**src/sv/mmc_pkg.sv**
```systemverilog
// Shared constants and types for the mailbox message counter.
// No dependencies; imported by every module of the block but mmc_fifo.
package mmc_pkg;

  localparam logic [7:0] CHAR_NL = 8'h0a;

  // Last byte position of each line prefix ("From " and "Status: R").
  localparam logic [3:0] FROM_LAST   = 4'd4;
  localparam logic [3:0] STATUS_LAST = 4'd8;
  localparam logic [3:0] LINE_POS_MAX = 4'd15;

  localparam int BOX_BITS   = 3;
  localparam int FIELD_BITS = 16;

  typedef enum logic [1:0] {
    CHG_NONE  = 2'd0,
    CHG_OTHER = 2'd1,
    CHG_NEW   = 2'd2
  } change_e;

  function automatic logic [7:0] from_char(input logic [3:0] pos);
    logic [7:0] c;
    unique case (pos)
      4'd0:    c = "F";
      4'd1:    c = "r";
      4'd2:    c = "o";
      4'd3:    c = "m";
      4'd4:    c = " ";
      default: c = 8'h00;
    endcase
    return c;
  endfunction

  function automatic logic [7:0] status_char(input logic [3:0] pos);
    logic [7:0] c;
    unique case (pos)
      4'd0:    c = "S";
      4'd1:    c = "t";
      4'd2:    c = "a";
      4'd3:    c = "t";
      4'd4:    c = "u";
      4'd5:    c = "s";
      4'd6:    c = ":";
      4'd7:    c = " ";
      4'd8:    c = "R";
      default: c = 8'h00;
    endcase
    return c;
  endfunction

endpackage

```
**src/sv/mmc_fifo.sv**
```systemverilog
// Small register queue used between the block's stages and at its output.
// No package dependencies.
module mmc_fifo #(
  parameter int WIDTH = 8,
  parameter int DEPTH = 2
) (
  input  logic             clk_i,
  input  logic             rst_ni,
  input  logic             push_i,
  output logic             full_o,
  input  logic [WIDTH-1:0] data_i,
  input  logic             pop_i,
  output logic             empty_o,
  output logic [WIDTH-1:0] data_o
);

  localparam int PTR_W = (DEPTH > 1) ? $clog2(DEPTH) : 1;
  localparam int CNT_W = $clog2(DEPTH + 1);

  logic [WIDTH-1:0] entry_q [DEPTH];
  logic [PTR_W-1:0] wr_ptr_q, rd_ptr_q;
  logic [CNT_W-1:0] count_q;
  logic             do_push, do_pop;

  assign full_o  = (count_q == CNT_W'(DEPTH));
  assign empty_o = (count_q == '0);
  assign do_push = push_i && !full_o;
  assign do_pop  = pop_i && !empty_o;
  assign data_o  = entry_q[rd_ptr_q];

  function automatic logic [PTR_W-1:0] next_ptr(input logic [PTR_W-1:0] p);
    return (p == PTR_W'(DEPTH - 1)) ? '0 : p + 1'b1;
  endfunction

  always_ff @(posedge clk_i or negedge rst_ni) begin
    if (!rst_ni) begin
      wr_ptr_q <= '0;
      rd_ptr_q <= '0;
      count_q  <= '0;
    end else begin
      if (do_push) wr_ptr_q <= next_ptr(wr_ptr_q);
      if (do_pop)  rd_ptr_q <= next_ptr(rd_ptr_q);
      if (do_push && !do_pop) count_q <= count_q + 1'b1;
      else if (do_pop && !do_push) count_q <= count_q - 1'b1;
    end
  end

  always_ff @(posedge clk_i) begin
    if (do_push) entry_q[wr_ptr_q] <= data_i;
  end

endmodule

```
**src/sv/mmc_front.sv**
```systemverilog
// Line scanner: classifies each byte of the mailbox file and keeps the
// per-file From and read-Status counts. Depends on mmc_pkg.
module mmc_front import mmc_pkg::*; #(
  parameter int COUNT_BITS = 16
) (
  input  logic                  clk_i,
  input  logic                  rst_ni,
  input  logic                  accept_i,
  input  logic [7:0]            mail_byte_i,
  input  logic                  end_of_file_i,
  output logic                  done_o,
  output logic [COUNT_BITS-1:0] from_lines_o,
  output logic [COUNT_BITS-1:0] read_lines_o
);

  logic                  inside_q, inside_d;
  logic                  may_start_q, may_start_d;
  logic [3:0]            pos_q, pos_d;
  logic                  from_alive_q, from_alive_d;
  logic                  status_alive_q, status_alive_d;
  logic                  decided_q, decided_d;
  logic [COUNT_BITS-1:0] from_q, from_d;
  logic [COUNT_BITS-1:0] read_q, read_d;

  function automatic logic [COUNT_BITS-1:0] bump(input logic [COUNT_BITS-1:0] v);
    return (v != '1) ? v + 1'b1 : v;
  endfunction

  always_comb begin
    inside_d       = inside_q;
    may_start_d    = may_start_q;
    pos_d          = pos_q;
    from_alive_d   = from_alive_q;
    status_alive_d = status_alive_q;
    decided_d      = decided_q;
    from_d         = from_q;
    read_d         = read_q;

    if (pos_q == '0 && mail_byte_i == CHAR_NL) begin
      // empty line: close the header, or re-arm header start
      if (inside_q) inside_d = 1'b0;
      else          may_start_d = 1'b1;
      pos_d          = '0;
      from_alive_d   = 1'b1;
      status_alive_d = 1'b1;
      decided_d      = 1'b0;
    end else begin
      if (from_alive_q && pos_q <= FROM_LAST) begin
        if (mail_byte_i == from_char(pos_q)) begin
          if (pos_q == FROM_LAST) begin
            if (may_start_q) inside_d = 1'b1;
            if (inside_d)    from_d = bump(from_q);
            decided_d = 1'b1;
          end
        end else begin
          from_alive_d = 1'b0;
        end
      end
      // any other line blocks a new header
      if (!from_alive_d && !decided_d) begin
        may_start_d = 1'b0;
        decided_d   = 1'b1;
      end
      if (status_alive_q && pos_q <= STATUS_LAST) begin
        if (mail_byte_i == status_char(pos_q)) begin
          if (pos_q == STATUS_LAST && inside_d) read_d = bump(read_q);
        end else begin
          status_alive_d = 1'b0;
        end
      end
      if (mail_byte_i == CHAR_NL) begin
        pos_d          = '0;
        from_alive_d   = 1'b1;
        status_alive_d = 1'b1;
        decided_d      = 1'b0;
      end else if (pos_q < LINE_POS_MAX) begin
        pos_d = pos_q + 1'b1;
      end
    end
  end

  assign done_o       = accept_i && end_of_file_i;
  assign from_lines_o = from_d;
  assign read_lines_o = read_d;

  always_ff @(posedge clk_i or negedge rst_ni) begin
    if (!rst_ni) begin
      inside_q       <= 1'b0;
      may_start_q    <= 1'b1;
      pos_q          <= '0;
      from_alive_q   <= 1'b1;
      status_alive_q <= 1'b1;
      decided_q      <= 1'b0;
      from_q         <= '0;
      read_q         <= '0;
    end else if (accept_i) begin
      if (end_of_file_i) begin
        // restart the scan for the next file
        inside_q       <= 1'b0;
        may_start_q    <= 1'b1;
        pos_q          <= '0;
        from_alive_q   <= 1'b1;
        status_alive_q <= 1'b1;
        decided_q      <= 1'b0;
        from_q         <= '0;
        read_q         <= '0;
      end else begin
        inside_q       <= inside_d;
        may_start_q    <= may_start_d;
        pos_q          <= pos_d;
        from_alive_q   <= from_alive_d;
        status_alive_q <= status_alive_d;
        decided_q      <= decided_d;
        from_q         <= from_d;
        read_q         <= read_d;
      end
    end
  end

endmodule

```
**src/sv/mmc_back.sv**
```systemverilog
// Result stage: compares a finished scan with the counts stored for its
// mailbox, updates the store and forms the change code. Depends on mmc_pkg.
module mmc_back import mmc_pkg::*; #(
  parameter int MAILBOXES  = 8,
  parameter int COUNT_BITS = 16
) (
  input  logic                  clk_i,
  input  logic                  rst_ni,
  input  logic                  scan_empty_i,
  input  logic [BOX_BITS-1:0]   scan_box_i,
  input  logic [COUNT_BITS-1:0] scan_from_i,
  input  logic [COUNT_BITS-1:0] scan_read_i,
  output logic                  scan_pop_o,
  input  logic                  res_full_i,
  output logic                  res_push_o,
  output logic [FIELD_BITS-1:0] res_total_o,
  output logic [FIELD_BITS-1:0] res_unread_o,
  output logic [1:0]            res_code_o
);

  localparam int BOX_W = (MAILBOXES > 1) ? $clog2(MAILBOXES) : 1;

  function automatic logic [BOX_W-1:0] box_index(input logic [BOX_BITS-1:0] b);
    logic [6:0] r;
    r = 7'(b);
    for (int i = 0; i < 8; i++) begin
      if (r >= 7'(MAILBOXES)) r = r - 7'(MAILBOXES);
    end
    return r[BOX_W-1:0];
  endfunction

  logic [2*COUNT_BITS-1:0] prev_mem [MAILBOXES];
  logic [MAILBOXES-1:0]    known_q;
  logic [2*COUNT_BITS-1:0] prev_q;
  logic                    b_valid_q;
  logic [BOX_W-1:0]        b_box_q;
  logic [COUNT_BITS-1:0]   b_total_q, b_unread_q;

  logic [BOX_W-1:0]        head_box;
  logic [COUNT_BITS-1:0]   head_unread;
  logic                    b_fire, advance;
  logic [COUNT_BITS-1:0]   prev_total, prev_unread;
  logic                    known;
  change_e                 code;
  logic [31:0]             total_ext, unread_ext;

  assign head_box    = box_index(scan_box_i);
  assign head_unread = (scan_from_i > scan_read_i) ? scan_from_i - scan_read_i : '0;
  assign b_fire      = b_valid_q && !res_full_i;
  assign advance     = !scan_empty_i && (!b_valid_q || !res_full_i);
  assign scan_pop_o  = advance;

  assign prev_total  = prev_q[2*COUNT_BITS-1:COUNT_BITS];
  assign prev_unread = prev_q[COUNT_BITS-1:0];
  assign known       = known_q[b_box_q];

  always_comb begin
    priority if (b_unread_q != '0 && (!known || b_unread_q > prev_unread)) begin
      code = CHG_NEW;
    end else if (!known || b_unread_q < prev_unread || b_total_q != prev_total) begin
      code = CHG_OTHER;
    end else begin
      code = CHG_NONE;
    end
  end

  assign total_ext    = 32'(b_total_q);
  assign unread_ext   = 32'(b_unread_q);
  assign res_push_o   = b_fire;
  assign res_total_o  = total_ext[FIELD_BITS-1:0];
  assign res_unread_o = unread_ext[FIELD_BITS-1:0];
  assign res_code_o   = code;

  always_ff @(posedge clk_i or negedge rst_ni) begin
    if (!rst_ni) begin
      b_valid_q <= 1'b0;
      known_q   <= '0;
    end else begin
      if (advance)     b_valid_q <= 1'b1;
      else if (b_fire) b_valid_q <= 1'b0;
      if (b_fire) known_q[b_box_q] <= 1'b1;
    end
  end

  always_ff @(posedge clk_i) begin
    if (b_fire) prev_mem[b_box_q] <= {b_total_q, b_unread_q};
    if (advance) begin
      b_box_q    <= head_box;
      b_total_q  <= scan_from_i;
      b_unread_q <= head_unread;
      // forward the entry being written this cycle
      if (b_fire && b_box_q == head_box) prev_q <= {b_total_q, b_unread_q};
      else                               prev_q <= prev_mem[head_box];
    end
  end

endmodule

```
**src/sv/mbox_message_counter.sv**
```systemverilog
// Top level of the mailbox message counter: scanner, scan queue, result
// stage and result queue. Depends on mmc_pkg, mmc_front, mmc_fifo, mmc_back.
//
// Usage:
//   Input channel: one byte of a mailbox file per beat, with its mailbox
//   number and an end-of-file flag. A beat is taken when push is high and
//   full is low. Only the end-of-file beat yields a result.
//   Result channel: total and unread message counts and a change code
//   against the previous scan of the same mailbox (0 unchanged, 1 changed
//   without new mail, 2 new mail). The head result is on the ports while
//   empty is low and leaves on a beat with pop high.
//   Throughput: one byte per cycle while full is low; the result stage
//   handles one file per cycle while the result queue has room.
//   A result passes the scan queue, result-stage register and result queue.
//   Stall: the result queue holds two results and the scan queue two
//   finished files; full follows the scan queue and holds the byte stream.
//   Reset: clears the scan, both queues and the per-mailbox known flags;
//   the first scan of every mailbox reports as changed.
module mbox_message_counter import mmc_pkg::*; #(
  parameter int MAILBOXES  = 8,
  parameter int COUNT_BITS = 16
) (
  input  logic                  clk_i,
  input  logic                  rst_ni,
  input  logic                  push,
  output logic                  full,
  input  logic [7:0]            mail_byte_i,
  input  logic [BOX_BITS-1:0]   box_number_i,
  input  logic                  end_of_file_i,
  output logic                  empty,
  input  logic                  pop,
  output logic [FIELD_BITS-1:0] total_messages_o,
  output logic [FIELD_BITS-1:0] unread_messages_o,
  output logic [1:0]            change_code_o
);

  localparam int SCAN_W = BOX_BITS + 2 * COUNT_BITS;
  localparam int RES_W  = 2 * FIELD_BITS + 2;

  logic                  accept, done;
  logic [COUNT_BITS-1:0] from_lines, read_lines;
  logic                  scan_empty, scan_pop;
  logic [SCAN_W-1:0]     scan_head;
  logic                  res_full, res_push;
  logic [FIELD_BITS-1:0] res_total, res_unread;
  logic [1:0]            res_code;
  logic [RES_W-1:0]      res_head;

  assign accept = push && !full;

  mmc_front #(.COUNT_BITS(COUNT_BITS)) u_front (
    .clk_i         (clk_i),
    .rst_ni        (rst_ni),
    .accept_i      (accept),
    .mail_byte_i   (mail_byte_i),
    .end_of_file_i (end_of_file_i),
    .done_o        (done),
    .from_lines_o  (from_lines),
    .read_lines_o  (read_lines)
  );

  mmc_fifo #(.WIDTH(SCAN_W), .DEPTH(2)) u_scan_q (
    .clk_i   (clk_i),
    .rst_ni  (rst_ni),
    .push_i  (done),
    .full_o  (full),
    .data_i  ({box_number_i, from_lines, read_lines}),
    .pop_i   (scan_pop),
    .empty_o (scan_empty),
    .data_o  (scan_head)
  );

  mmc_back #(.MAILBOXES(MAILBOXES), .COUNT_BITS(COUNT_BITS)) u_back (
    .clk_i        (clk_i),
    .rst_ni       (rst_ni),
    .scan_empty_i (scan_empty),
    .scan_box_i   (scan_head[SCAN_W-1 -: BOX_BITS]),
    .scan_from_i  (scan_head[2*COUNT_BITS-1 -: COUNT_BITS]),
    .scan_read_i  (scan_head[COUNT_BITS-1:0]),
    .scan_pop_o   (scan_pop),
    .res_full_i   (res_full),
    .res_push_o   (res_push),
    .res_total_o  (res_total),
    .res_unread_o (res_unread),
    .res_code_o   (res_code)
  );

  mmc_fifo #(.WIDTH(RES_W), .DEPTH(2)) u_res_q (
    .clk_i   (clk_i),
    .rst_ni  (rst_ni),
    .push_i  (res_push),
    .full_o  (res_full),
    .data_i  ({res_total, res_unread, res_code}),
    .pop_i   (pop),
    .empty_o (empty),
    .data_o  (res_head)
  );

  assign total_messages_o  = res_head[RES_W-1 -: FIELD_BITS];
  assign unread_messages_o = res_head[2*FIELD_BITS+1-FIELD_BITS -: FIELD_BITS];
  assign change_code_o     = res_head[1:0];

endmodule

```
**config.mk**
```make
export PLATFORM = sky130hd
export DESIGN_NAME = mbox_message_counter
export DESIGN_NICKNAME = d
export VERILOG_FILES = /design/src/sv/mmc_pkg.sv /design/src/sv/mmc_fifo.sv /design/src/sv/mmc_front.sv /design/src/sv/mmc_back.sv /design/src/sv/mbox_message_counter.sv
export SDC_FILE = /design/constraint.sdc
export NUM_CORES = 1
export LEC_CHECK = 0
export BUFFER_PORTS_ARGS = -buffer_cell sky130_fd_sc_hd__buf_2
export CORE_MARGIN = 8
export CORE_UTILIZATION = 59
export CTS_CLUSTER_SIZE = 12
export DETAILED_ROUTE_END_ITERATION = 10
export GPL_ROUTABILITY_DRIVEN = 0
export PLACE_DENSITY = 0.75
export SKIP_CTS_REPAIR_TIMING = 1
export SYNTH_ARGS = -nofsm -noshare
export SYNTH_HDL_FRONTEND = slang
export SYNTH_SLANG_ARGS = --single-unit
```
**constraint.sdc**
```tcl
create_clock -name clk_i -period 10.5 [get_ports clk_i]
set_input_delay 2.1 -clock clk_i [delete_from_list [all_inputs] [get_ports clk_i]]
set_output_delay 2.1 -clock clk_i [all_outputs]
set_load 0.02 [all_outputs]
```
# ---- Word-level counts from Yosys, hierarchy flattened
# Memory sizes are Yosys's and may differ from the RTL's. A register that Yosys moved wholly into a read port is not among the register bits.
# Cells that the tools add are included.
dict set report word_totals {
  regBits 93
  ramBits 394
  mem_bits_ro 112
  inputBits 16
  output_inout_bits 36
  elab_cells 185
  n_memories 4
}
dict set report op_classes {
  n_addsub 12
  magnitude_cmp 8
  n_eq_ne 15
  muxes 78
  bitwise 1
  reduce_logical 48
}
# name depth width read_ports rd_clocked_by_memory_dff write_ports line
set memory_table {}
lappend memory_table {u_back.prev_mem 8 32 1 1 1 mmc_back.sv:32} ;# logic [2*COUNT_BITS-1:0] prev_mem [MAILBOXES];
lappend memory_table {{(no name shown)} 16 7 1 0 0 mmc_pkg.sv:36} ;# unique case (pos)
lappend memory_table {u_scan_q.entry_q 2 35 1 0 1 mmc_fifo.sv:20} ;# logic [WIDTH-1:0] entry_q [DEPTH];
lappend memory_table {u_res_q.entry_q 2 34 1 0 1 mmc_fifo.sv:20}
# operator n
set ops {}
lappend ops {{$mux 16} 13}
lappend ops {{$mux 1} 49}
lappend ops {{$pmux 7 s5} 1}
lappend ops {{$add 16x1->16 const B} 2}
lappend ops {{$gt 16x16->1} 2}
lappend ops {{$mux 8} 4}
lappend ops {{$ne 16x16->1 const B} 2}
lappend ops {{$logic_and 1x1->1} 19}
lappend ops {{$eq 8x8->1} 2}
lappend ops {{$lt 16x16->1} 1}
lappend ops {{$mux 4} 4}
lappend ops {{$ne 16x16->1} 1}
lappend ops {{$reduce_bool 16->1} 1}
lappend ops {{$sub 16x16->16} 1}
lappend ops {{$logic_not 1->1} 12}
lappend ops {{$mux 2} 5}
lappend ops {{$eq 4x2->1 const B} 2}
lappend ops {{$eq 8x4->1 const B} 1}
lappend ops {{$or 8x8->8} 1}
lappend ops {{$reduce_bool 4->1} 2}
lappend ops {{$reduce_and 3->1} 2}
lappend ops {{$reduce_bool 2->1} 3}
lappend ops {{$add 1x1->1 const B} 4}
lappend ops {{$add 2x1->2 const B} 2}
lappend ops {{20 further kinds} 26}

# ---- Longest topological paths before layout
# Gate-level depths: netlist (run 1).
dict set report logic_depth {
  ltp_word 18
  mapped_depth 13
}

# ---- Hierarchy
# From an unflattened synthesis (run 1), not the netlist that was laid out.
dict set report unflattened {
  hier_cells 1486
  hier_area_um2 23287.3
}
# mod instances cells_per_inst area_each_um2 seq_area_each_um2
set by_module_without_submodules {}
lappend by_module_without_submodules {mmc_back 1 788 13964.6 9924.5}
lappend by_module_without_submodules {mmc_front 1 444 3634.7 1029.7}
lappend by_module_without_submodules {{mmc_fifo (u_scan_q)} 1 128 2872.8 2202.1}
lappend by_module_without_submodules {{mmc_fifo (u_res_q)} 1 125 2801.4 2142.1}
lappend by_module_without_submodules {mbox_message_counter 1 1 13.8 0.0}

# ---- Worst setup path after synthesis (run 1)
# No wires, ideal clock.
dict set report synth_timing {
  path_kind {input to register}
  from {in end_of_file_i}
  to {mem u_scan_q.entry_q[0][0] in the netlist's numbering, enable pin}
  arrival_ns 4.159
  path_slack_ns 5.914
  stages 4
  cell_sequence {clkbuf_1 > clkbuf_1 > nand2_1 > nor2_1}
}
dict set report synth_between {
  elab_chain_len 4
}
# element line
set synth_rtl {}
lappend synth_rtl {{from (decl)} mbox_message_counter.sv:29} ;# input logic end_of_file_i,
lappend synth_rtl {{$logic_and 1x1->1} mmc_front.sv:82} ;# assign done_o = accept_i && end_of_file_i;
lappend synth_rtl {{$logic_and 1x1->1} mmc_fifo.sv:27} ;# assign do_push = push_i && !full_o;
lappend synth_rtl {{$mux 1} mmc_fifo.sv:49} ;# if (do_push) entry_q[wr_ptr_q] <= data_i;
lappend synth_rtl {{$mux 1 (implied by the code)} mmc_fifo.sv:49}
lappend synth_rtl {{to (decl)} mmc_fifo.sv:20}
# No other way between the ends.

# ---- Worst setup path in the final report (run 1)
dict set report layout_timing {
  from {in mail_byte_i[2]}
  to {reg u_front.read_q[9]}
}
dict set report layout_between {
  elab_chain_len 10
  elab_cells_between_ends 13
}
# element line
set layout_rtl {}
lappend layout_rtl {{from (decl)} mbox_message_counter.sv:27} ;# input logic [7:0] mail_byte_i,
lappend layout_rtl {{$eq 8x8->1} mmc_front.sv:49} ;# if (mail_byte_i == from_char(pos_q)) begin
lappend layout_rtl {{$mux 1} mmc_front.sv:49}
lappend layout_rtl {{$mux 1} mmc_front.sv:48} ;# if (from_alive_q && pos_q <= FROM_LAST) begin
lappend layout_rtl {{$mux 1} mmc_front.sv:39} ;# if (pos_q == '0 && mail_byte_i == CHAR_NL) begin
lappend layout_rtl {{$logic_and 1x1->1} mmc_front.sv:66} ;# if (pos_q == STATUS_LAST && inside_d) read_d = bump(read_q);
lappend layout_rtl {{$mux 16} mmc_front.sv:66}
lappend layout_rtl {{$mux 16} mmc_front.sv:65} ;# if (mail_byte_i == status_char(pos_q)) begin
lappend layout_rtl {{$mux 16} mmc_front.sv:64} ;# if (status_alive_q && pos_q <= STATUS_LAST) begin
lappend layout_rtl {{$mux 16 *} mmc_front.sv:39}
lappend layout_rtl {{$mux 16 *} mmc_front.sv:97} ;# if (end_of_file_i) begin
lappend layout_rtl {{to (signal assigned)} mmc_front.sv:115} ;# read_q <= read_d;
lappend layout_rtl {{to (decl)} mmc_front.sv:23} ;# logic [COUNT_BITS-1:0] read_q, read_d;
# Mark *: on every way between the ends. The rest lies on a longest branch, timed or not. The select of a mux whose other input is x is not followed.
# A chain may end at the register's enable or synchronous reset.

==> flow_summary.html, run 1 <==
<table>
<tr><th>Metric</th><th>Value</th></tr>
<tr><th colspan="2">Synthesis</th></tr>
<tr><td>Ranking of synthesized cells by instance count</td><td>edfxtp_1 (461), nand2_1 (356), nand3_1 (89)</td></tr>
<tr><td>Mean Syn Cell Area</td><td>12.6 sq um</td></tr>
<tr><td>Mapped cell area</td><td>0.0231 sq mm</td></tr>
<tr><td>Post-synthesis cell type count</td><td>68</td></tr>
<tr><td>Most common cell in the synthesized netlist</td><td>edfxtp_1</td></tr>
<tr><td>Library cell occupying the most area in the post-synthesis netlist</td><td>edfxtp_1</td></tr>
<tr><td>Area fraction of the dominant cell type after synthesis</td><td>0.600</td></tr>
<tr><td>Ys async rst share</td><td>0.112</td></tr>
<tr><td>Flip-flop and latch count after synthesis</td><td>519</td></tr>
<tr><td>Cell types with the largest area share after synthesis</td><td>edfxtp_1 (60%), dfrtp_1 (6.0%), nand2_1 (5.8%)</td></tr>
<tr><td>Post-synthesis sequential area ratio</td><td>0.663</td></tr>
<tr><td>Synth warn</td><td>0</td></tr>
<tr><td>Dominant synthesized flop cell</td><td>edfxtp_1</td></tr>
<tr><td>Number of enable-type register cells in the synthesized netlist</td><td>461</td></tr>
<tr><td>Mapped Nets</td><td>1,896</td></tr>
<tr><td>Post-synthesis cell count</td><td>around 1.8k</td></tr>
<tr><th colspan="2">Worst setup path</th></tr>
<tr><td>CP Class</td><td>input port to flop</td></tr>
<tr><td>Arrival time of the worst setup path</td><td>5.20 ns</td></tr>
<tr><td>Kind of capture point of the worst setup path</td><td>flop</td></tr>
<tr><td>Data required time of the worst path</td><td>approximately 11 ns</td></tr>
<tr><td>Largest fanout on the critical path</td><td>35</td></tr>
<tr><td>Startpoint Class</td><td>input port</td></tr>
<tr><th colspan="2">GRT</th></tr>
<tr><td>Overall routing resource usage</td><td>0.221</td></tr>
<tr><td>Global-route congestion overflow total</td><td>0</td></tr>
<tr><td>Maximum number of pins on one net before global-route repair</td><td>82</td></tr>
<tr><td>First-pass GRT wire length</td><td>78,800 um</td></tr>
<tr><td>Number of global-route vias before repair</td><td>between 10k and 15k</td></tr>
<tr><td>Number of antenna violations at the first check in global routing</td><td>0</td></tr>
<tr><th colspan="2">Placed design</th></tr>
<tr><td>Placed cell count</td><td>2,322</td></tr>
<tr><td>Standard cell area after detailed placement</td><td>0.0239 sq mm</td></tr>
<tr><td>Count of buffers from port buffering</td><td>51</td></tr>
<tr><td>Post-detail-place hpwl</td><td>29,100 um</td></tr>
<tr><th colspan="2">STA</th></tr>
<tr><td>Time the final worst path needs with I/O delays and setup</td><td>4.69 ns</td></tr>
<tr><td>Total negative setup slack</td><td>0 ns</td></tr>
<tr><td>Maximum clock skew at final layout</td><td>0.0187 ns</td></tr>
<tr><td>Highest attainable clock frequency</td><td>213 MHz</td></tr>
<tr><td>Total count of hold-check failures in the final report</td><td>0</td></tr>
<tr><td>Setup repair after global routing missed its margin</td><td>no</td></tr>
<tr><td>Final count of pins violating max slew</td><td>0</td></tr>
<tr><td>Period utilisation layout</td><td>0.447</td></tr>
<tr><td>Slew at the pin closest to its max-slew limit</td><td>roughly 1.2 ns</td></tr>
<tr><td>Worst Hold Slack</td><td>about 0.47 ns</td></tr>
<tr><td>Worst rel slew slack</td><td>0.217</td></tr>
<tr><td>Setup-violating endpoint count in the final report</td><td>0</td></tr>
<tr><th colspan="2">Floorplan</th></tr>
<tr><td>Die boundary width</td><td>214 um</td></tr>
<tr><td>Placeable core region</td><td>about 0.039 sq mm</td></tr>
<tr><td>Effective utilization at floorplan</td><td>0.597</td></tr>
<tr><td>I/O pin count</td><td>52</td></tr>
<tr><td>Die Footprint</td><td>0.0457 sq mm</td></tr>
<tr><td>Chip Height</td><td>214 um</td></tr>
<tr><td>Row Count</td><td>72</td></tr>
<tr><th colspan="2">Outcome</th></tr>
<tr><td>Outcome</td><td>completed</td></tr>
<tr><th colspan="2">Cells and area</th></tr>
<tr><td>Count of antenna diodes in the layout</td><td>0</td></tr>
<tr><td>Area growth, synth to finish</td><td>9.82%</td></tr>
<tr><td>Layout Cells excl Fill</td><td>around 2.4k</td></tr>
<tr><td>Fraction of final layout cells sized beyond drive strength 1</td><td>0.123</td></tr>
<tr><td>Final nets</td><td>1,916</td></tr>
<tr><td>Final Instance Area</td><td>0.0253 sq mm</td></tr>
<tr><td>Filler Cell Count</td><td>2,732</td></tr>
<tr><th colspan="2">Power and ir drop</th></tr>
<tr><td>Internal power summed over all cells</td><td>5.08 mW</td></tr>
<tr><td>Net switching share of the total power</td><td>0.361</td></tr>
<tr><td>Worst ir drop on vdd</td><td>200 uV</td></tr>
<tr><td>Leak pwr</td><td>9.16 nW</td></tr>
<tr><td>Switching power summed over all nets</td><td>2.87 mW</td></tr>
<tr><td>Power Dens Cells</td><td>314 mW/mm^2</td></tr>
<tr><td>Total Power Consumption</td><td>between 7 and 8 mW</td></tr>
<tr><td>Part of the total power dissipated in the clock network</td><td>0.209</td></tr>
<tr><td>Sequential power share</td><td>0.467</td></tr>
<tr><td>Combinational cell fraction of total power</td><td>0.324</td></tr>
<tr><th colspan="2">Clocking</th></tr>
<tr><td>CTS buffer count</td><td>52</td></tr>
<tr><td>Skew-Pair Late Insertion Delay</td><td>0.58 ns</td></tr>
<tr><td>Count of clock tree sinks</td><td>519</td></tr>
<tr><td>H-tree depth</td><td>2</td></tr>
<tr><td>Clock Tree Buf Depth</td><td>3</td></tr>
<tr><td>TritonCTS clock tree</td><td>done</td></tr>
<tr><td>Clk pin slew, worst setup/hold paths</td><td>roughly 0.060 ns</td></tr>
<tr><td>CTS Root Cell</td><td>clkbuf_16</td></tr>
<tr><th colspan="2">Detailed routing</th></tr>
<tr><td>Routed length per instance</td><td>20.8 um</td></tr>
<tr><td>Final WL</td><td>49,900 um</td></tr>
<tr><td>Number of DRC violations after detailed-routing iteration 0</td><td>1,218</td></tr>
<tr><td>Post-DRT Antenna Nets</td><td>0</td></tr>
<tr><td>Overall via count from detail_route</td><td>14.7k</td></tr>
<tr><td>Post-DR vias/cell</td><td>6.13</td></tr>
<tr><td>Number of iterations in the first detailed-routing pass</td><td>5</td></tr>
<tr><td>Post-detailed-route DRC marker count</td><td>0</td></tr>
<tr><th colspan="2">Job</th></tr>
<tr><td>Maxcap violations</td><td>0</td></tr>
<tr><th colspan="2">Min path</th></tr>
<tr><td>Worst min path class</td><td>flop to flop</td></tr>
</table>
[per-stage QoR]
step           setup WS [ns]   util
2_1_floorplan           5.91      -
3_3_place_gp            5.29  0.617
3_5_place_dp            5.26  0.617
4_1_cts                 5.89  0.655
5_1_grt                 5.72  0.655
6_report                5.81  0.655
[cell usage in the layout (no fill, tap or decap), drive strengths merged, types with 33 or more instances in the layout]
| cell | synthesis | layout |
|---|---|---|
| nor3 | 33 | 33 |
| clkbuf | 84 | 71 |
| a311oi | 35 | 35 |
| mux2 | 54 | 54 |
| nand3 | 89 | 89 |
| nor2 | 68 | 68 |
| dfrtp | 55 | 55 |
| xor2 | 42 | 42 |
| edfxtp | 461 | 461 |
| buf | 26 | 76 |
| a21oi | 37 | 37 |
| o21ai | 58 | 58 |
| nand2 | 356 | 356 |
| ha | 41 | 41 |
| a31oi | 38 | 38 |
| and3 | 45 | 45 |
| inv | 41 | 41 |
[path summary, 6_finish.rpt]
path                                                    start                       endpoint  slack [ns]  cells after the start
worst min-delay path            u_back.known_q[2]$_DFFE_PN0P_  u_back.known_q[2]$_DFFE_PN0P_        0.47                      1
worst max-delay path                           mail_byte_i[2]  u_front.read_q[9]$_DFFE_PN0P_        5.81                      8
min in group asynchronous                              rst_ni  u_front.read_q[0]$_DFFE_PN0P_        1.68                      2
worst min register to register  u_back.known_q[2]$_DFFE_PN0P_  u_back.known_q[2]$_DFFE_PN0P_        0.47                      1
max in group asynchronous                              rst_ni   u_res_q.rd_ptr_q$_DFFE_PN0P_        8.23                      2
worst max register to register  u_scan_q.rd_ptr_q$_DFFE_PN0P_    u_back.prev_q[12]$_DFFE_PP_        6.15                     10
[cell families after synthesis]
logic type               count (synthesis)  synth area share
AO/OA/AOI/OAI                          247            0.0741
XOR/XNOR                                71            0.0270
adder cells (fa/ha/maj)                 42            0.0231
buffers and inverters                  151            0.0254
flip-flops                             519             0.663
multiplexers                            85            0.0409
AND/OR/NAND/NOR                        723             0.146
[final cells by class]
cell class,count,area [sq um],share of cell area
multi-input combinational,1168,7310,0.289
clock inverter,10,71.3,0.00282
sequential,519,15300,0.604
inverter,41,155,0.00612
timing repair buffer,76,443,0.0175
clock buffer,71,1400,0.0554
tap,518,648,0.0256
[worst max-delay path: stages]
cell and delay (ns):
buf_2 0.14, nor4b_1 0.17, a211o_1 0.32, a2111oi_4 0.38
a41oi_2 0.23, or4_1 1.08, or4_1 0.67, nand4_1 0.10
[metal layers]
metal,vias up,global-route usage,share of wire
li1,6847,-,-
met1,7227,0.290,0.41
met2,570,0.375,0.49
met3,88,0.0384,0.072
met4,0,0.0695,0.027
met5,-,0,0
[state kept, by name, indices dropped and copies added (netlist names), 2 cells and up]
register and count:
u_back.b_box_q 3, u_back.known_q 8, u_back.prev_mem 256, u_back.prev_q 32, u_back.res_total_o 16, u_back.res_unread_o 16
u_front.from_q 16, u_front.pos_q 4, u_front.read_q 16, u_res_q.count_q 2, u_res_q.entry_q 68, u_scan_q.count_q 2
u_scan_q.entry_q 70
[power groups by stage]
stage	combinational [mW]	clock, mW	sequential (mW)
finish	2.58	1.66	3.71
global route	2.82	1.77	3.78
CTS	2.59	1.68	3.71
detailed placement	2.58	0	3.74
global placement	2.51	0	3.70
floorplan	1.83	0	3.54
No activity file was read; power rests on OpenSTA's default activity.
==> run 2: changes to the inputs <==
Clock period 10.5 ns to 4.5 ns, I/O delays scaled along.
==> run 2 against run 1 <==
  * Combinational power grew 130%
  * Worst hold slack worse by 0.023 ns
  * Non-clock buffer count is 15 higher
  * Global-route usage grew 0.081 points
  * Count of clock-buffer cells in the layout is 5 higher
  * Setup slack worse by 5.3 ns
  * Wire length up 0.33%
  * Largest cell class unchanged
==> flow_summary.html, run 2 (same netlist as run 1, synthesis figures left out) <==
<table>
<tr><th>Metric</th><th>Value</th></tr>
<tr><th colspan="2">Worst setup path</th></tr>
<tr><td>Data required time of the worst path</td><td>5.01 ns</td></tr>
<tr><td>Arrival time of the worst setup path</td><td>4.51 ns</td></tr>
<tr><td>Startpoint Class</td><td>flop</td></tr>
<tr><td>Worst Reg-to-Reg Cells</td><td>10</td></tr>
<tr><td>CP Class</td><td>flop to flop</td></tr>
<tr><td>Largest fanout on the critical path</td><td>25</td></tr>
<tr><td>Kind of capture point of the worst setup path</td><td>flop</td></tr>
<tr><th colspan="2">Cells and area</th></tr>
<tr><td>Regs by FF count</td><td>u_back.prev_mem (256), u_scan_q.entry_q (70), u_res_q.entry_q (68)</td></tr>
<tr><td>Multi-input gate area</td><td>0.00730 sq mm</td></tr>
<tr><td>Flip-flop count of the largest register after layout</td><td>256</td></tr>
<tr><td>Biggest register</td><td>u_back.prev_mem</td></tr>
<tr><td>Count of antenna diodes in the layout</td><td>0</td></tr>
<tr><td>Top library cells by usage in the layout, fill and taps aside</td><td>edfxtp_1 (461), nand2_1 (356), nand3_1 (89)</td></tr>
<tr><td>Fraction of final layout cells sized beyond drive strength 1</td><td>0.129</td></tr>
<tr><td>Layout Cells excl Fill</td><td>2,421</td></tr>
<tr><td>Combined flip-flop and latch cell area</td><td>0.0153 sq mm</td></tr>
<tr><td>Area growth, synth to finish</td><td>10.3%</td></tr>
<tr><td>Commonest non-fill, non-tap cell in the layout</td><td>edfxtp_1</td></tr>
<tr><td>Filler Cell Count</td><td>about 2.7k</td></tr>
<tr><td>Final nets</td><td>1,930</td></tr>
<tr><td>Core utilization of the finished layout</td><td>0.659</td></tr>
<tr><td>Final Instance Area</td><td>approximately 0.025 sq mm</td></tr>
<tr><th colspan="2">Floorplan</th></tr>
<tr><td>Placeable core region</td><td>0.0386 sq mm</td></tr>
<tr><td>I/O pin count</td><td>52</td></tr>
<tr><td>Die boundary width</td><td>214 um</td></tr>
<tr><td>Row Count</td><td>around 70</td></tr>
<tr><td>Chip Height</td><td>214 um</td></tr>
<tr><td>Effective utilization at floorplan</td><td>0.597</td></tr>
<tr><td>Die Footprint</td><td>0.0457 sq mm</td></tr>
<tr><th colspan="2">Placed design</th></tr>
<tr><td>Count of buffers from port buffering</td><td>51</td></tr>
<tr><td>Standard cell area after detailed placement</td><td>0.0240 sq mm</td></tr>
<tr><td>Post-detail-place hpwl</td><td>30,600 um</td></tr>
<tr><td>Placed cell count</td><td>2,337</td></tr>
<tr><th colspan="2">STA</th></tr>
<tr><td>Setup-violating endpoint count in the final report</td><td>0</td></tr>
<tr><td>Maximum clock skew at final layout</td><td>0.0231 ns</td></tr>
<tr><td>Time the final worst path needs with I/O delays and setup</td><td>4.00 ns</td></tr>
<tr><td>Period utilisation layout</td><td>0.889</td></tr>
<tr><td>Worst rel slew slack</td><td>0.333</td></tr>
<tr><td>Setup repair after global routing missed its margin</td><td>no</td></tr>
<tr><td>Slew at the pin closest to its max-slew limit</td><td>1.00 ns</td></tr>
<tr><td>Final count of pins violating max slew</td><td>0</td></tr>
<tr><td>Total negative setup slack</td><td>0 ns</td></tr>
<tr><td>Total count of hold-check failures in the final report</td><td>0</td></tr>
<tr><td>Highest attainable clock frequency</td><td>250 MHz</td></tr>
<tr><th colspan="2">GRT</th></tr>
<tr><td>First-pass GRT wire length</td><td>79,400 um</td></tr>
<tr><td>Met2 GRT Util</td><td>0.388</td></tr>
<tr><td>Global-route congestion overflow total</td><td>0</td></tr>
<tr><td>Number of antenna violations at the first check in global routing</td><td>0</td></tr>
<tr><td>Maximum number of pins on one net before global-route repair</td><td>67</td></tr>
<tr><td>GRT Max-Usage Layer</td><td>met2</td></tr>
<tr><td>Met3 global-route usage</td><td>0.0305</td></tr>
<tr><td>GRT met1 Usage</td><td>0.279</td></tr>
<tr><td>Overall routing resource usage</td><td>0.222</td></tr>
<tr><td>Number of global-route vias before repair</td><td>14.7k</td></tr>
<tr><th colspan="2">Detailed routing</th></tr>
<tr><td>Overall via count from detail_route</td><td>between 10k and 15k</td></tr>
<tr><td>Post-DR vias/cell</td><td>approximately 6.1</td></tr>
<tr><td>Routed length per instance</td><td>20.7 um</td></tr>
<tr><td>Post-DRT Antenna Nets</td><td>0</td></tr>
<tr><td>Post-detailed-route DRC marker count</td><td>0</td></tr>
<tr><td>Number of DRC violations after detailed-routing iteration 0</td><td>approximately 1.2k</td></tr>
<tr><td>Final WL</td><td>between 50,000 and 60,000 um</td></tr>
<tr><td>Number of iterations in the first detailed-routing pass</td><td>5</td></tr>
<tr><th colspan="2">Power and ir drop</th></tr>
<tr><td>Internal power summed over all cells</td><td>between 10 and 15 mW</td></tr>
<tr><td>Sequential power share</td><td>0.470</td></tr>
<tr><td>Total Power Consumption</td><td>18.6 mW</td></tr>
<tr><td>Switching power summed over all nets</td><td>6.71 mW</td></tr>
<tr><td>Leak pwr</td><td>9.22 nW</td></tr>
<tr><td>Part of the total power dissipated in the clock network</td><td>0.210</td></tr>
<tr><td>Power Dens Cells</td><td>730 mW/mm^2</td></tr>
<tr><td>Worst ir drop on vdd</td><td>424 uV</td></tr>
<tr><td>Combinational cell fraction of total power</td><td>0.320</td></tr>
<tr><td>Net switching share of the total power</td><td>0.361</td></tr>
<tr><th colspan="2">Min path</th></tr>
<tr><td>Worst min path class</td><td>input port to asynchronous set/reset pin</td></tr>
<tr><th colspan="2">Clocking</th></tr>
<tr><td>TritonCTS clock tree</td><td>done</td></tr>
<tr><td>H-tree depth</td><td>2</td></tr>
<tr><td>CTS buffer count</td><td>51</td></tr>
<tr><td>Count of clock tree sinks</td><td>around 520</td></tr>
<tr><td>CTS Root Cell</td><td>clkbuf_16</td></tr>
<tr><td>Skew-Pair Late Insertion Delay</td><td>0.60 ns</td></tr>
<tr><td>Clk pin slew, worst setup/hold paths</td><td>0.06 ns</td></tr>
<tr><td>Clock Tree Buf Depth</td><td>3</td></tr>
<tr><th colspan="2">Outcome</th></tr>
<tr><td>Outcome</td><td>completed</td></tr>
<tr><th colspan="2">Job</th></tr>
<tr><td>Maxcap violations</td><td>0</td></tr>
</table>
==> run 2: cell types whose count changed in the layout (fill, tap and decap cells not counted), moves of 2 or more <==
cell,previous run,this run
clkbuf_1,17,24
buf_4,25,39
clkinv_1,6,3
clkinv_2,3,1
==> run 2: per-stage QoR <==
step | hold slack, ns | setup slack [ns]
2_1_floorplan | 0.434 | 0.215
3_3_place_gp | 0.445 | 0.630
3_5_place_dp | 0.453 | 0.570
4_1_cts | 0.429 | 0.544
5_1_grt | 0.482 | 0.309
6_report | 0.445 | 0.502
==> run 2: area by class of cell <==
cell class	instances	share of cell area
Sequential cell	519	0.601
Multi-Input combinational cell	1168	0.287
Clock buffer	76	0.0547
Tap cell	518	0.0255
Timing Repair Buffer	91	0.0223
Inverter	41	0.00610
Clock inverter	8	0.00324
==> run 2: worst max-delay path, stage by stage, from the launching register on <==
cell and delay (ns):
dfrtp_1 0.44, inv_1 0.12, ha_1 0.32, or3_1 0.42, a211o_1 0.31, a2111oi_4 0.36, a41oi_2 0.24, or4_1 0.98
buf_4 0.35, nor4_1 0.20, a221o_1 0.16
==> run 2: power groups by stage <==
stage	clock network, mW	registers, mW	logic [mW]
5_1_grt	4.11	8.90	6.55
3_5_place_dp	0	8.81	5.95
4_1_cts	3.96	8.72	6.00
2_1_floorplan	0	8.27	4.28
3_3_place_gp	0	8.71	5.81
6_report	3.90	8.73	5.95
==> run 2: per-layer routing <==
layer  vias to the layer above  share of wire
met4                         0          0.033
met5                         -              0
met2                       498           0.51
li1                       6875              -
met1                      7270           0.40
met3                       101          0.060
==> run 2: worst paths after layout <==
path                                                from                        endpoint  slack, ns
max in group asynchronous                         rst_ni   u_scan_q.rd_ptr_q$_DFFE_PN0P_       3.16
hold reg to reg            u_back.known_q[3]$_DFFE_PN0P_   u_back.known_q[3]$_DFFE_PN0P_       0.47
setup reg to reg            u_front.pos_q[0]$_DFFE_PN0P_   u_front.read_q[0]$_DFFE_PN0P_       0.50
setup / recovery            u_front.pos_q[0]$_DFFE_PN0P_   u_front.read_q[0]$_DFFE_PN0P_       0.50
hold / removal                                    rst_ni  u_front.read_q[10]$_DFFE_PN0P_       0.45
min in group clk_i         u_back.known_q[3]$_DFFE_PN0P_   u_back.known_q[3]$_DFFE_PN0P_       0.47
